==> src/sem_pkg.sv <==
// ----------------------------------------------------------------------------
// sem_pkg
// Shared types, register codes and constants of the Sobel edge magnitude block.
// ----------------------------------------------------------------------------
package sem_pkg;

    localparam int MAX_WIDTH_DEF  = 1024;
    localparam int MAX_HEIGHT_DEF = 1024;
    localparam int DIM_MIN        = 3;

    localparam int CFG_IDX_W  = 1;
    localparam int CFG_DATA_W = 11;

    localparam logic [CFG_IDX_W-1:0] REG_FRAME_WIDTH  = 1'b0;
    localparam logic [CFG_IDX_W-1:0] REG_FRAME_HEIGHT = 1'b1;

    localparam logic [CFG_DATA_W-1:0] WIDTH_RESET  = 11'd640;
    localparam logic [CFG_DATA_W-1:0] HEIGHT_RESET = 11'd480;

    localparam int PIX_W      = 8;
    localparam int GRAD_ABS_W = 10;
    localparam int SQ_W       = 21;
    localparam int ROOT_W     = SQ_W + 1;
    localparam int T_W        = 11;

    localparam logic [ROOT_W-1:0] ROOT_BIT_TOP = ROOT_W'(1) << (SQ_W - 1);
    localparam logic [PIX_W-1:0]  MAG_SAT      = 8'd255;

    typedef struct packed {
        logic [PIX_W-1:0] pixel;
        logic             drain;
    } t_pix_in;

    typedef struct packed {
        logic [PIX_W-1:0] magnitude;
        logic             last;
    } t_mag_out;

    function automatic int clamp_dim(input logic [CFG_DATA_W-1:0] v, input int hi);
        int x;
        x = int'(v);
        if (x < DIM_MIN) return DIM_MIN;
        if (x > hi) return hi;
        return x;
    endfunction

endpackage

==> src/sem_mag.sv <==
// ----------------------------------------------------------------------------
// sem_mag
// Sum of squares, bit-serial integer square root, halving with round to
// nearest even and saturation to 8 bits.
// ----------------------------------------------------------------------------
module sem_mag (
    input  logic                             i_clk,
    input  logic                             i_rst_n,
    input  logic                             i_start,
    input  logic [sem_pkg::GRAD_ABS_W-1:0]   i_abs_gx,
    input  logic [sem_pkg::GRAD_ABS_W-1:0]   i_abs_gy,
    output logic                             o_done,
    output logic [sem_pkg::PIX_W-1:0]        o_mag
);

    import sem_pkg::*;

    typedef enum logic [4:0] {
        M_IDLE  = 5'b00001,
        M_SQX   = 5'b00010,
        M_SQY   = 5'b00100,
        M_ROOT  = 5'b01000,
        M_ROUND = 5'b10000
    } t_mag_state;

    t_mag_state r_state;

    logic [GRAD_ABS_W-1:0]   r_ax;
    logic [GRAD_ABS_W-1:0]   r_ay;
    logic [SQ_W-1:0]         r_s;
    logic [ROOT_W-1:0]       r_root;
    logic [ROOT_W-1:0]       r_bit;
    logic [PIX_W-1:0]        r_mag;
    logic                    r_done;

    logic [GRAD_ABS_W-1:0]   mul_a;
    logic [2*GRAD_ABS_W-1:0] prod;
    logic [ROOT_W-1:0]       trial;
    logic [T_W-1:0]          t_val;
    logic [T_W-1:0]          n_val;
    logic                    tie;
    logic [T_W-1:0]          n_round;

    // one shared squarer
    assign mul_a = (r_state == M_SQX) ? r_ax : r_ay;
    assign prod  = mul_a * mul_a;
    assign trial = r_root + r_bit;

    always_comb begin
        t_val = r_root[T_W-1:0];
        n_val = (t_val + T_W'(1)) >> 1;
        tie   = (r_s == '0) && t_val[0] && n_val[0];
        n_round = tie ? (n_val - T_W'(1)) : n_val;
    end

    always_ff @(posedge i_clk) begin
        if (!i_rst_n) begin
            r_state <= M_IDLE;
            r_done  <= 1'b0;
        end else begin
            r_done <= 1'b0;
            case (r_state)
                M_IDLE: begin
                    if (i_start) begin
                        r_state <= M_SQX;
                    end
                end
                M_SQX: begin
                    r_state <= M_SQY;
                end
                M_SQY: begin
                    r_state <= M_ROOT;
                end
                M_ROOT: begin
                    if (r_bit[0]) begin
                        r_state <= M_ROUND;
                    end
                end
                M_ROUND: begin
                    r_done  <= 1'b1;
                    r_state <= M_IDLE;
                end
                default: begin
                    r_state <= M_IDLE;
                end
            endcase
        end
    end

    always_ff @(posedge i_clk) begin
        case (r_state)
            M_IDLE: begin
                if (i_start) begin
                    r_ax <= i_abs_gx;
                    r_ay <= i_abs_gy;
                end
            end
            M_SQX: begin
                r_s <= SQ_W'(prod);
            end
            M_SQY: begin
                r_s    <= r_s + SQ_W'(prod);
                r_root <= '0;
                r_bit  <= ROOT_BIT_TOP;
            end
            M_ROOT: begin
                if (ROOT_W'(r_s) >= trial) begin
                    r_s    <= r_s - SQ_W'(trial);
                    r_root <= (r_root >> 1) + r_bit;
                end else begin
                    r_root <= r_root >> 1;
                end
                r_bit <= r_bit >> 2;
            end
            M_ROUND: begin
                r_mag <= (n_round > T_W'(MAG_SAT)) ? MAG_SAT : n_round[PIX_W-1:0];
            end
            default: begin
            end
        endcase
    end

    assign o_done = r_done;
    assign o_mag  = r_mag;

endmodule

==> config.mk <==
export PLATFORM = sky130hd
export DESIGN_NAME = sem_mag
export DESIGN_NICKNAME = d
export VERILOG_FILES = /design/src/sem_pkg.sv /design/src/sem_mag.sv
export SDC_FILE = /design/constraint.sdc
export NUM_CORES = 1
export LEC_CHECK = 0
export BUFFER_PORTS_ARGS = -buffer_cell sky130_fd_sc_hd__buf_2
export CAP_MARGIN = 25
export CELL_PAD_IN_SITES_DETAIL_PLACEMENT = 1
export CELL_PAD_IN_SITES_GLOBAL_PLACEMENT = 1
export CORE_UTILIZATION = 50
export CTS_CLUSTER_DIAMETER = 30
export DETAILED_ROUTE_END_ITERATION = 12
export PLACE_DENSITY = 0.88
export SLEW_MARGIN = 5
export SYNTH_ARGS = -nofsm -noshare
export SYNTH_HDL_FRONTEND = slang
export SYNTH_SLANG_ARGS = --single-unit
==> constraint.sdc <==
create_clock -name i_clk -period 11.4 [get_ports i_clk]
set_clock_uncertainty 0.15 [all_clocks]
set_input_delay 2.28 -clock i_clk [delete_from_list [all_inputs] [get_ports i_clk]]
set_output_delay 2.28 -clock i_clk [all_outputs]
set_load 0.02 [all_outputs]
==> out/qor.csv, run 1 <==
stage,metric,value,unit
detailed_routing,number of DRC markers in iteration 0,495,
logic_synthesis,Mapped Cells,1009,
logic_synthesis,Post-synth EDFFs,82,
logic_synthesis,Synth cell types,73,
sta,Fin. Hold Viols,0,
setup_path,flop-to-flop setup slack,2.21,ns
layout,Syn-to-layout area delta,8.33,%
clocking,CTS tree,yes,
floorplan,die width,139,µm
clocking,clock root buffer,clkbuf_16,
setup_path,WP data arrival,9.11,ns
layout,Diodes inserted,0,
clocking,post_cts resized,0,
place,port buffer count,31,
status,failing checks,DRC,
sta,RSZ-0062 raised after global routing,false,
setup_path,worst-path maximum fanout,17,
layout,multi-input logic area,6350,µm²
logic_synthesis,Main synth FF type,edfxtp_1,
status,outcome,"finished, violations left",
sta,Worst Max-Slew Pin Slew,1.00,ns
sta,setup_tns,0,ns
grt,largest net degree at the start of global routing,45,
layout,storage element area,2580,µm²
detailed_routing,final WL,27000,µm
detailed_routing,drt drc,1,
setup_path,CP max stage cell,mux2i_1,
grt,vias in the first global route,8468,
sta,Final Max Slew Viols,0,
sta,final setup fails,0,
sta,post-route minimum period,9.19,ns
detailed_routing,post-route ant nets,0,
clocking,CTS H-tree depth,3,
setup_path,slowest cell delay on critical path,0.80,ns
job,Max-cap violations,0,
clocking,worst skew pair latency,0.36,ns
logic_synthesis,Synth top area share,0.262,
logic_synthesis,"top cells by count, synth","ha_1 (112), nand2_1 (104), nor2_1 (103)",
logic_synthesis,most common cell in the netlist,ha_1,
place,DP HPWL,20100,µm
floorplan,site row count,49,
logic_synthesis,Yosys warning count,0,
sta,FMAX,0.109,GHz
floorplan,Starting Density,0.516,
logic_synthesis,"Seq/Total Area, Yosys",0.275,
logic_synthesis,"area leader, netlist",edfxtp_1,
setup_path,Crit. Startpoint,r_state[1],
clocking,Clock transition at path regs,0.08,ns
logic_synthesis,Yosys reg bits,88,
detailed_routing,DR pass1 iterations,8,
setup_path,Setup Crit Path Kind,reg -> reg,
layout,final instance area,10200,µm²
logic_synthesis,Mean Syn Cell Area,9.31,µm²
worst_hold_path,worst min-delay path class,reg -> reg,
detailed_routing,DR vias,7763,
setup_path,CP dominant cell by count,fa_1,
detailed_routing,average wire per standard cell,21.3,µm
setup_path,reg2reg start,r_state[1],
logic_synthesis,syn nets,1193,
layout,Filler Cell Count,2073,
setup_path,CP Launch Type,flop,
detailed_routing,vias per std cell,6.11,
layout,share of layout cells above drive strength 1,0.0865,
grt,initial antenna violation count,0,
place,gpl congestion,0.844,
place,DP Area,9790,µm²
logic_synthesis,Synth Cell Area,9390,µm²
logic_synthesis,asr flop ratio synth,0,
setup_path,reg-to-reg endpoint,r_s[19],
floorplan,die height,139,µm
layout,nets,1220,
logic_synthesis,"top cells by area, synth","edfxtp_1 (26%), ha_1 (15%), fa_1 (10%), xor2_1 (4.8%), nand2_1 (4.2%)",
layout,Final Core Density,0.559,
setup_path,Worst setup endpoint,r_s[19],
clocking,hold_buf cts,0,
sta,relative slew slack,0.332,
sta,period utilisation layout,0.806,
worst_hold_path,Hold Startpoint,r_state[1],
setup_path,r2r worst-path depth,29,
grt,grt total ovfl,0,
floorplan,core area,18200,µm²
setup_path,Worst EP required,11.32,ns
setup_path,Worst Setup End Kind,flop,
floorplan,I/O pin cnt,32,
clocking,Post-CTS Setup Bufs,0,
clocking,Num CTS Buffers,9,
floorplan,Die ar.,19300,µm²
clocking,Clock Sink Count,88,
grt,GRT Total Usage,0.294,
grt,first-pass GRT wire length,44600,µm
clocking,Longest Clk Path Bufs,2,
## worst max-delay path, delay by kind of cell (launching register included)
family | cells | cell delay, ns
adders and majority gates | 7 | 3.04
muxes | 1 | 0.80
xor gates and xnor gates | 3 | 0.71
and+or+nand+nor | 7 | 1.63
AOI/OAI and AO/OA | 9 | 2.00
DFF | 1 | 0.45
buffers and inverters | 2 | 0.09
## per-stage QoR
| stage | instances | worst slack, ns | hold slack (ns) |
|---|---|---|---|
| finish | 1270 | 2.21 | 0.436 |
| CTS | 1268 | 2.29 | 0.434 |
| floorplan | 1009 | 3.24 | 0.333 |
| detailed placement | 1252 | 2.44 | 0.402 |
| global placement | 1252 | 2.75 | 0.398 |
| global route | 1270 | 1.59 | 0.474 |
## final cells by class
class	count	area share
clock buffer	9	0.0221
clock inverter	7	0.0111
inverter	102	0.0376
multi-input combinational	798	0.625
sequential	88	0.254
tap	229	0.0282
timing repair buffer	37	0.0224
## kinds of logic (layout without fill, tap and decap cells)
| group | count (synthesis) | after routing | synth area share |
|---|---|---|---|
| muxes | 23 | 23 | 0.0260 |
| DFF | 88 | 88 | 0.275 |
| xor gates and xnor gates | 92 | 92 | 0.0882 |
| buffers and inverters | 123 | 155 | 0.0498 |
| and+or+nand+nor | 325 | 325 | 0.165 |
| AOI/OAI and AO/OA | 197 | 197 | 0.142 |
| adders and majority gates | 161 | 161 | 0.254 |
## per-layer routing
metal,up-vias,track usage,share of wire
li1,3582,-,-
met1,3955,0.362,0.43
met2,182,0.528,0.52
met3,44,0.0414,0.037
met4,0,0.0982,0.021
met5,-,0,0
## worst min path at each step
stage / end / slack [ns] / cells past startpoint
3_3_place_gp: r_state[1] / 0.40 / 2
6_report: r_state[1] / 0.44 / 2
5_1_grt: r_state[1] / 0.47 / 2
2_1_floorplan: r_state[1] / 0.33 / 2
3_5_place_dp: r_state[1] / 0.40 / 2
4_1_cts: r_state[1] / 0.43 / 2
## cell usage in the layout (no fill, tap or decap), types with 19 or more instances in the layout
cell type	n
nand2_1	104
nor2_1	102
fa_1	49
edfxtp_1	82
xnor2_1	39
a31oi_1	19
a21oi_1	38
xor2_1	51
nand3_1	20
buf_2	31
ha_1	112
inv_1	100
o21ai_0	44
## registers in the layout, indices dropped and copies added, names as in the netlist
signal	cells
r_ay	10
r_state	5
r_s	21
r_bit	11
r_ax	10
o_mag	8
r_root	22
o_done	1
Power of run 1 is left out: the tool's default activity adds up to more than one toggle a clock period on the data nets, which glitch-free logic cannot reach.
==> run 2, diff against run 1 <==
Settings changed: CORE_UTILIZATION 50 to 45, PLACE_DENSITY 0.88 to 0.84.
Clock period 11.4 ns to 8.4 ns, I/O delays scaled along.
==> run 2 against run 1 <==
Compared with the run above: the run now ends clean; hold slack improved by 0.0097 ns; critical path depth rose by 6; setup slack got worse by 2.0 ns; core utilization fell by 4.0 points; global-route usage fell by 5.2 points; register-to-register slack got worse by 2.0 ns; first-iteration DRC count fell by 8.7%; sequential share of layout area fell by 0.94 points; count of clock-buffer cells in the layout rose by 2; via count fell by 0.52%; routed wire length fell by 2.1%; cell area rose by 3.9%.
==> out/qor.csv, run 2 (synthesis gave the netlist of run 1 again) <==
stage,metric,value,unit,change
grt,largest net degree at the start of global routing,42,,-6.7%
grt,initial antenna violation count,0,,unchanged
sta,FMAX,0.122,GHz,+12%
detailed_routing,post-route ant nets,0,,unchanged
setup_path,flop-to-flop setup slack,0.20,ns,-2.00 ns
grt,GRT Total Usage,0.242,,-0.0519
layout,nets,1247,,+2.2%
layout,largest reg by FF count,r_root,,
sta,relative slew slack,0.362,,+0.0304
layout,Diodes inserted,0,,unchanged
floorplan,die height,146,µm,+5.3%
setup_path,CP dominant cell by count,inv_1,,
floorplan,die width,146,µm,+5.3%
layout,most common library cell in the layout ignoring fill and taps,ha_1,,
detailed_routing,drt drc,0,,-1
sta,post-route minimum period,8.20,ns,-0.996 ns
floorplan,Starting Density,0.461,,-0.0546
clocking,CTS H-tree depth,3,,unchanged
grt,met1 Track Usage GR,0.294,,-0.0684
setup_path,slowest cell delay on critical path,0.53,ns,-0.27 ns
setup_path,worst-path maximum fanout,9,,-8
sta,period utilisation layout,0.976,,+0.169
sta,Worst Max-Slew Pin Slew,0.930,ns,-0.0707 ns
layout,most frequent cells in the layout,"ha_1 (107), nand2_1 (103), nor2_1 (101)",,
detailed_routing,number of DRC markers in iteration 0,452,,-8.7%
setup_path,Setup Crit Path Kind,reg -> reg,,
detailed_routing,vias per std cell,5.77,,-5.6%
clocking,CTS tree,yes,,
job,Max-cap violations,0,,unchanged
place,port buffer count,31,,unchanged
clocking,worst skew pair latency,0.36,ns,about the same
clocking,Num CTS Buffers,9,,unchanged
sta,final setup fails,0,,unchanged
clocking,Longest Clk Path Bufs,2,,unchanged
grt,first-pass GRT wire length,41300,µm,-7.3%
clocking,Clock Sink Count,88,,unchanged
floorplan,Die ar.,21400,µm²,+11%
layout,Filler Cell Count,2322,,+12%
setup_path,Worst EP required,8.31,ns,-3.01 ns
floorplan,core area,20400,µm²,+12%
place,DP HPWL,19700,µm,-1.8%
layout,Syn-to-layout area delta,12.5,%,
grt,Most Crowded Layer GR,met2,,
setup_path,r2r worst-path depth,35,,+21%
layout,share of layout cells above drive strength 1,0.130,,+0.0437
detailed_routing,DR vias,7723,,-0.52%
setup_path,CP max stage cell,fa_1,,
detailed_routing,DR pass1 iterations,5,,-3
place,Cells after DPL,1311,,+4.7%
grt,vias in the first global route,8318,,-1.8%
setup_path,CP Launch Type,flop,,
clocking,hold_buf cts,0,,unchanged
worst_hold_path,Hold Startpoint,r_state[4],,
detailed_routing,average wire per standard cell,19.8,µm,-7.1%
status,outcome,"complete, no violations",,
layout,max reg flops,22,,unchanged
worst_hold_path,hold path cells,1,,-1
setup_path,Worst Setup End Kind,flop,,
setup_path,WP data arrival,8.10,ns,-1.01 ns
worst_hold_path,worst min-delay path class,reg -> reg,,
floorplan,site row count,52,,+6.1%
setup_path,reg2reg start,r_state[3],,
detailed_routing,final WL,26400,µm,-2.1%
setup_path,reg-to-reg endpoint,r_s[19],,
grt,grt total ovfl,0,,unchanged
layout,Top Registers,"r_root: 22 flops, r_s: 21 flops, r_bit: 11 flops",,
clocking,Clock transition at path regs,0.07,ns,about the same
grt,met3 Usage GRT,0.0306,,-0.0108
floorplan,I/O pin cnt,32,,unchanged
sta,Fin. Hold Viols,0,,unchanged
worst_hold_path,end of the worst hold path,o_done,,
clocking,clock root buffer,clkbuf_16,,
sta,Final Max Slew Viols,0,,unchanged
layout,final non-filler cell total,1338,,+5.4%
place,gpl congestion,0.875,,+3.8%
grt,M2 GR Usage,0.446,,-0.0817
[run 2: cell types whose count changed in the layout (fill, tap and decap cells not counted), sizes merged]
cell / before / now
buf: 37 / 63
bufinv: 2 / 0
clkbuf: 9 / 11
clkinv: 2 / 3
clkinvlp: 1 / 2
inv: 104 / 102
nand2: 105 / 106
[run 2: area by class of cell]
class	instances	area (µm²)	area share
Multi-Input combinational cell	799	6550	0.620
Sequential cell	88	2580	0.244
Timing Repair Buffer	63	423	0.0400
Inverter	102	387	0.0366
Tap cell	270	338	0.0320
Clock buffer	11	243	0.0230
Clock inverter	5	41.3	0.00391
[run 2: stage by stage]
stage	setup WS [ns]	cell area [µm²]	util	hold slack, ns	TNS, ns
after floorplan	0.242	9390	-	0.333	0
after global placement	0.158	9980	0.490	0.427	0
after detailed placement	-0.119	9980	0.490	0.436	-0.191
after CTS	-0.0342	10300	0.505	0.446	-0.0342
after global routing	-0.107	10600	0.519	0.459	-0.185
final	0.204	10600	0.519	0.446	0
[run 2: critical path, delay by kind of cell (launching register included)]
kind	cells	cell delay, ns
DFF	1	0.36
buffers and inverters	8	0.79
xor gates and xnor gates	3	0.55
adders and majority gates	7	2.85
muxes	1	0.36
and+or+nand+nor	9	1.67
AOI/OAI and AO/OA	7	1.14
[run 2: how the worst max path moves through the flow]
stage	end	cells after the start	from
floorplan	r_s[20]	31	r_state[1]
finish	r_s[19]	35	r_state[3]
global route	r_s[19]	35	r_state[3]
global placement	r_s[19]	29	r_state[2]
CTS	r_s[20]	31	r_state[2]
detailed placement	r_s[20]	30	r_state[2]
[run 2: layer usage]
layer  wire length (µm)  share of wire
met3                877          0.033
met5                  0              0
met1              11200           0.42
met2              13800           0.52
met4                557          0.021
[run 2: repair_timing]
| action | in CTS | in global routing |
|---|---|---|
| resized for setup | 4 | 33 |
| cloned | 0 | 1 |
| setup endpoints to repair | 2 | 6 |
| buffers inserted | 0 | 8 |
| pin swaps | 0 | 14 |
Power of run 2 is left out for the same reason.
==> run 3, diff against run 2 <==
Settings changed: GPL_TIMING_DRIVEN set to 0.
==> run 3 against run 2 <==
Compared with the run above: the flow now finishes with violations (setup timing); first-iteration DRC count up 51%; core utilization up 3.0 points; setup slack worse by 0.27 ns; register-to-register slack worse by 0.27 ns; cell area up 5.7%; global-route usage up 2.1 points; non-clock buffer count up 40; cell count up 2.9%; die area unchanged; critical path type unchanged.
==> out/qor.csv, run 3 (synthesis gave the netlist of run 1 again) <==
stage,metric,value,unit,change
detailed_routing,average wire per standard cell,23.8,µm,+21%
detailed_routing,post-route ant nets,0,,unchanged
status,failing checks,setup timing,,
floorplan,die height,146,µm,unchanged
clocking,Clock Sink Count,88,,unchanged
clocking,clock root buffer,clkbuf_16,,
layout,Diodes inserted,0,,unchanged
floorplan,core area,20400,µm²,unchanged
sta,setup ws final,-0.0693,ns,-0.273 ns
setup_path,worst-path maximum fanout,7,,-2
clocking,Num CTS Buffers,9,,unchanged
grt,vias in the first global route,8703,,+4.6%
layout,max reg flops,22,,unchanged
setup_path,WP data arrival,8.42,ns,+0.32 ns
status,outcome,"finished, violations left",,
sta,Worst Max-Slew Pin Slew,1.00,ns,+0.0712 ns
grt,grt total ovfl,0,,unchanged
worst_hold_path,worst min-delay path class,reg -> reg,,
layout,final instance area,11200,µm²,+5.7%
clocking,worst skew pair latency,0.36,ns,about the same
setup_path,Worst Setup End Kind,flop,,
detailed_routing,drt drc,0,,unchanged
setup_path,CP max stage cell,fa_1,,
place,DP HPWL,20200,µm,+2.3%
layout,largest reg by FF count,r_root,,
detailed_routing,DR pass1 iterations,5,,unchanged
floorplan,die width,146,µm,unchanged
clocking,CTS tree,yes,,
layout,storage element area,2590,µm²,+0.24%
job,Max-cap violations,0,,unchanged
sta,relative slew slack,0.331,,-0.0307
sta,post-route minimum period,8.47,ns,+0.273 ns
sta,Fin. Hold Viols,0,,unchanged
floorplan,Starting Density,0.461,,unchanged
floorplan,Die ar.,21400,µm²,unchanged
detailed_routing,number of DRC markers in iteration 0,683,,+51%
detailed_routing,vias per std cell,6.26,,+8.5%
setup_path,CP Launch Type,flop,,
layout,nets,1286,,+3.1%
sta,final setup fails,3,,+3
detailed_routing,final WL,32800,µm,+24%
place,DP Area,9900,µm²,-0.78%
detailed_routing,DR vias,8623,,+12%
setup_path,Setup Crit Path Kind,reg -> reg,,
sta,FMAX,0.118,GHz,-3.2%
sta,period utilisation layout,1.01,,+0.0325
setup_path,CP dominant cell by count,fa_1,,
grt,first-pass GRT wire length,44200,µm,+7.1%
layout,most frequent cells in the layout,"nor2_1 (100), ha_1 (100), nand2_1 (96)",,
clocking,Clock transition at path regs,0.08,ns,about the same
clocking,hold_buf cts,0,,unchanged
place,Cells after DPL,1311,,unchanged
layout,Filler Cell Count,2281,,-1.8%
floorplan,site row count,52,,unchanged
layout,final non-filler cell total,1377,,+2.9%
grt,largest net degree at the start of global routing,42,,unchanged
grt,initial antenna violation count,0,,unchanged
sta,hold_ws,0.401,ns,-0.0447 ns
setup_path,slowest cell delay on critical path,0.60,ns,+0.07 ns
place,port buffer count,31,,unchanged
floorplan,I/O pin cnt,32,,unchanged
setup_path,Worst EP required,8.35,ns,+0.04 ns
grt,GRT Total Usage,0.264,,+0.0211
layout,multi-input logic area,6810,µm²,+4.0%
clocking,CTS H-tree depth,3,,unchanged
sta,Final Max Slew Viols,0,,unchanged
place,gpl congestion,0.874,,-0.15%
layout,Syn-to-layout area delta,18.9,%,
layout,Top Registers,"r_root: 22 flops, r_s: 21 flops, r_bit: 11 flops",,
clocking,Longest Clk Path Bufs,2,,unchanged
layout,share of layout cells above drive strength 1,0.185,,+0.0550
==> run 3: repair_timing <==
action	4_1_cts	5_1_grt
gates cloned	0	1
hold endpoints to repair	0	0
pin swaps	8	36
buffers inserted	14	34
resized for setup	41	68
setup endpoints to repair	9	6
==> run 3: per-layer routing <==
layer | track usage | wire, µm | part of all wire | up-vias
met5 | 0 | 0 | 0 | -
met4 | 0.107 | 1670 | 0.051 | 0
met3 | 0.0394 | 2070 | 0.063 | 152
met2 | 0.465 | 16400 | 0.50 | 441
met1 | 0.321 | 12600 | 0.39 | 4313
li1 | - | - | - | 3717
==> run 3: worst max-delay path, delay by kind of cell (launching register included) <==
family,cells,cell delay [ns]
AOI/OAI and AO/OA,9,1.73
DFF,1,0.37
muxes,1,0.37
adders and majority gates,7,3.28
and+or+nand+nor,8,1.13
xor gates and xnor gates,2,0.33
buffers and inverters,7,0.82
==> run 3: layout make-up <==
cell class	count	area share
clock buffers	9	0.0202
clock inverters	7	0.0101
multi-input cells	798	0.610
flip-flops and latches	88	0.232
inverters	102	0.0353
repair buffers	82	0.0532
well taps	270	0.0303
plain buffers	21	0.00908
==> run 3: final timing paths <==
path                    from  slack, ns  cells after the start         end
setup / recovery  r_state[2]      -0.07                     34     r_s[20]
hold / removal    r_state[1]       0.40                      2  r_state[1]
setup reg to reg  r_state[2]      -0.07                     34     r_s[20]
hold reg to reg   r_state[1]       0.40                      2  r_state[1]
==> run 3: per-stage QoR <==
step                TNS (ns)  setup WS (ns)   util
floorplan                  0          0.242      -
global placement       -2.93         -0.828  0.485
detailed placement     -4.10         -0.958  0.486
CTS                        0      0.0000568  0.517
global route           -1.12         -0.318  0.548
finish               -0.0946        -0.0693  0.548
Power of run 3 is left out for the same reason.
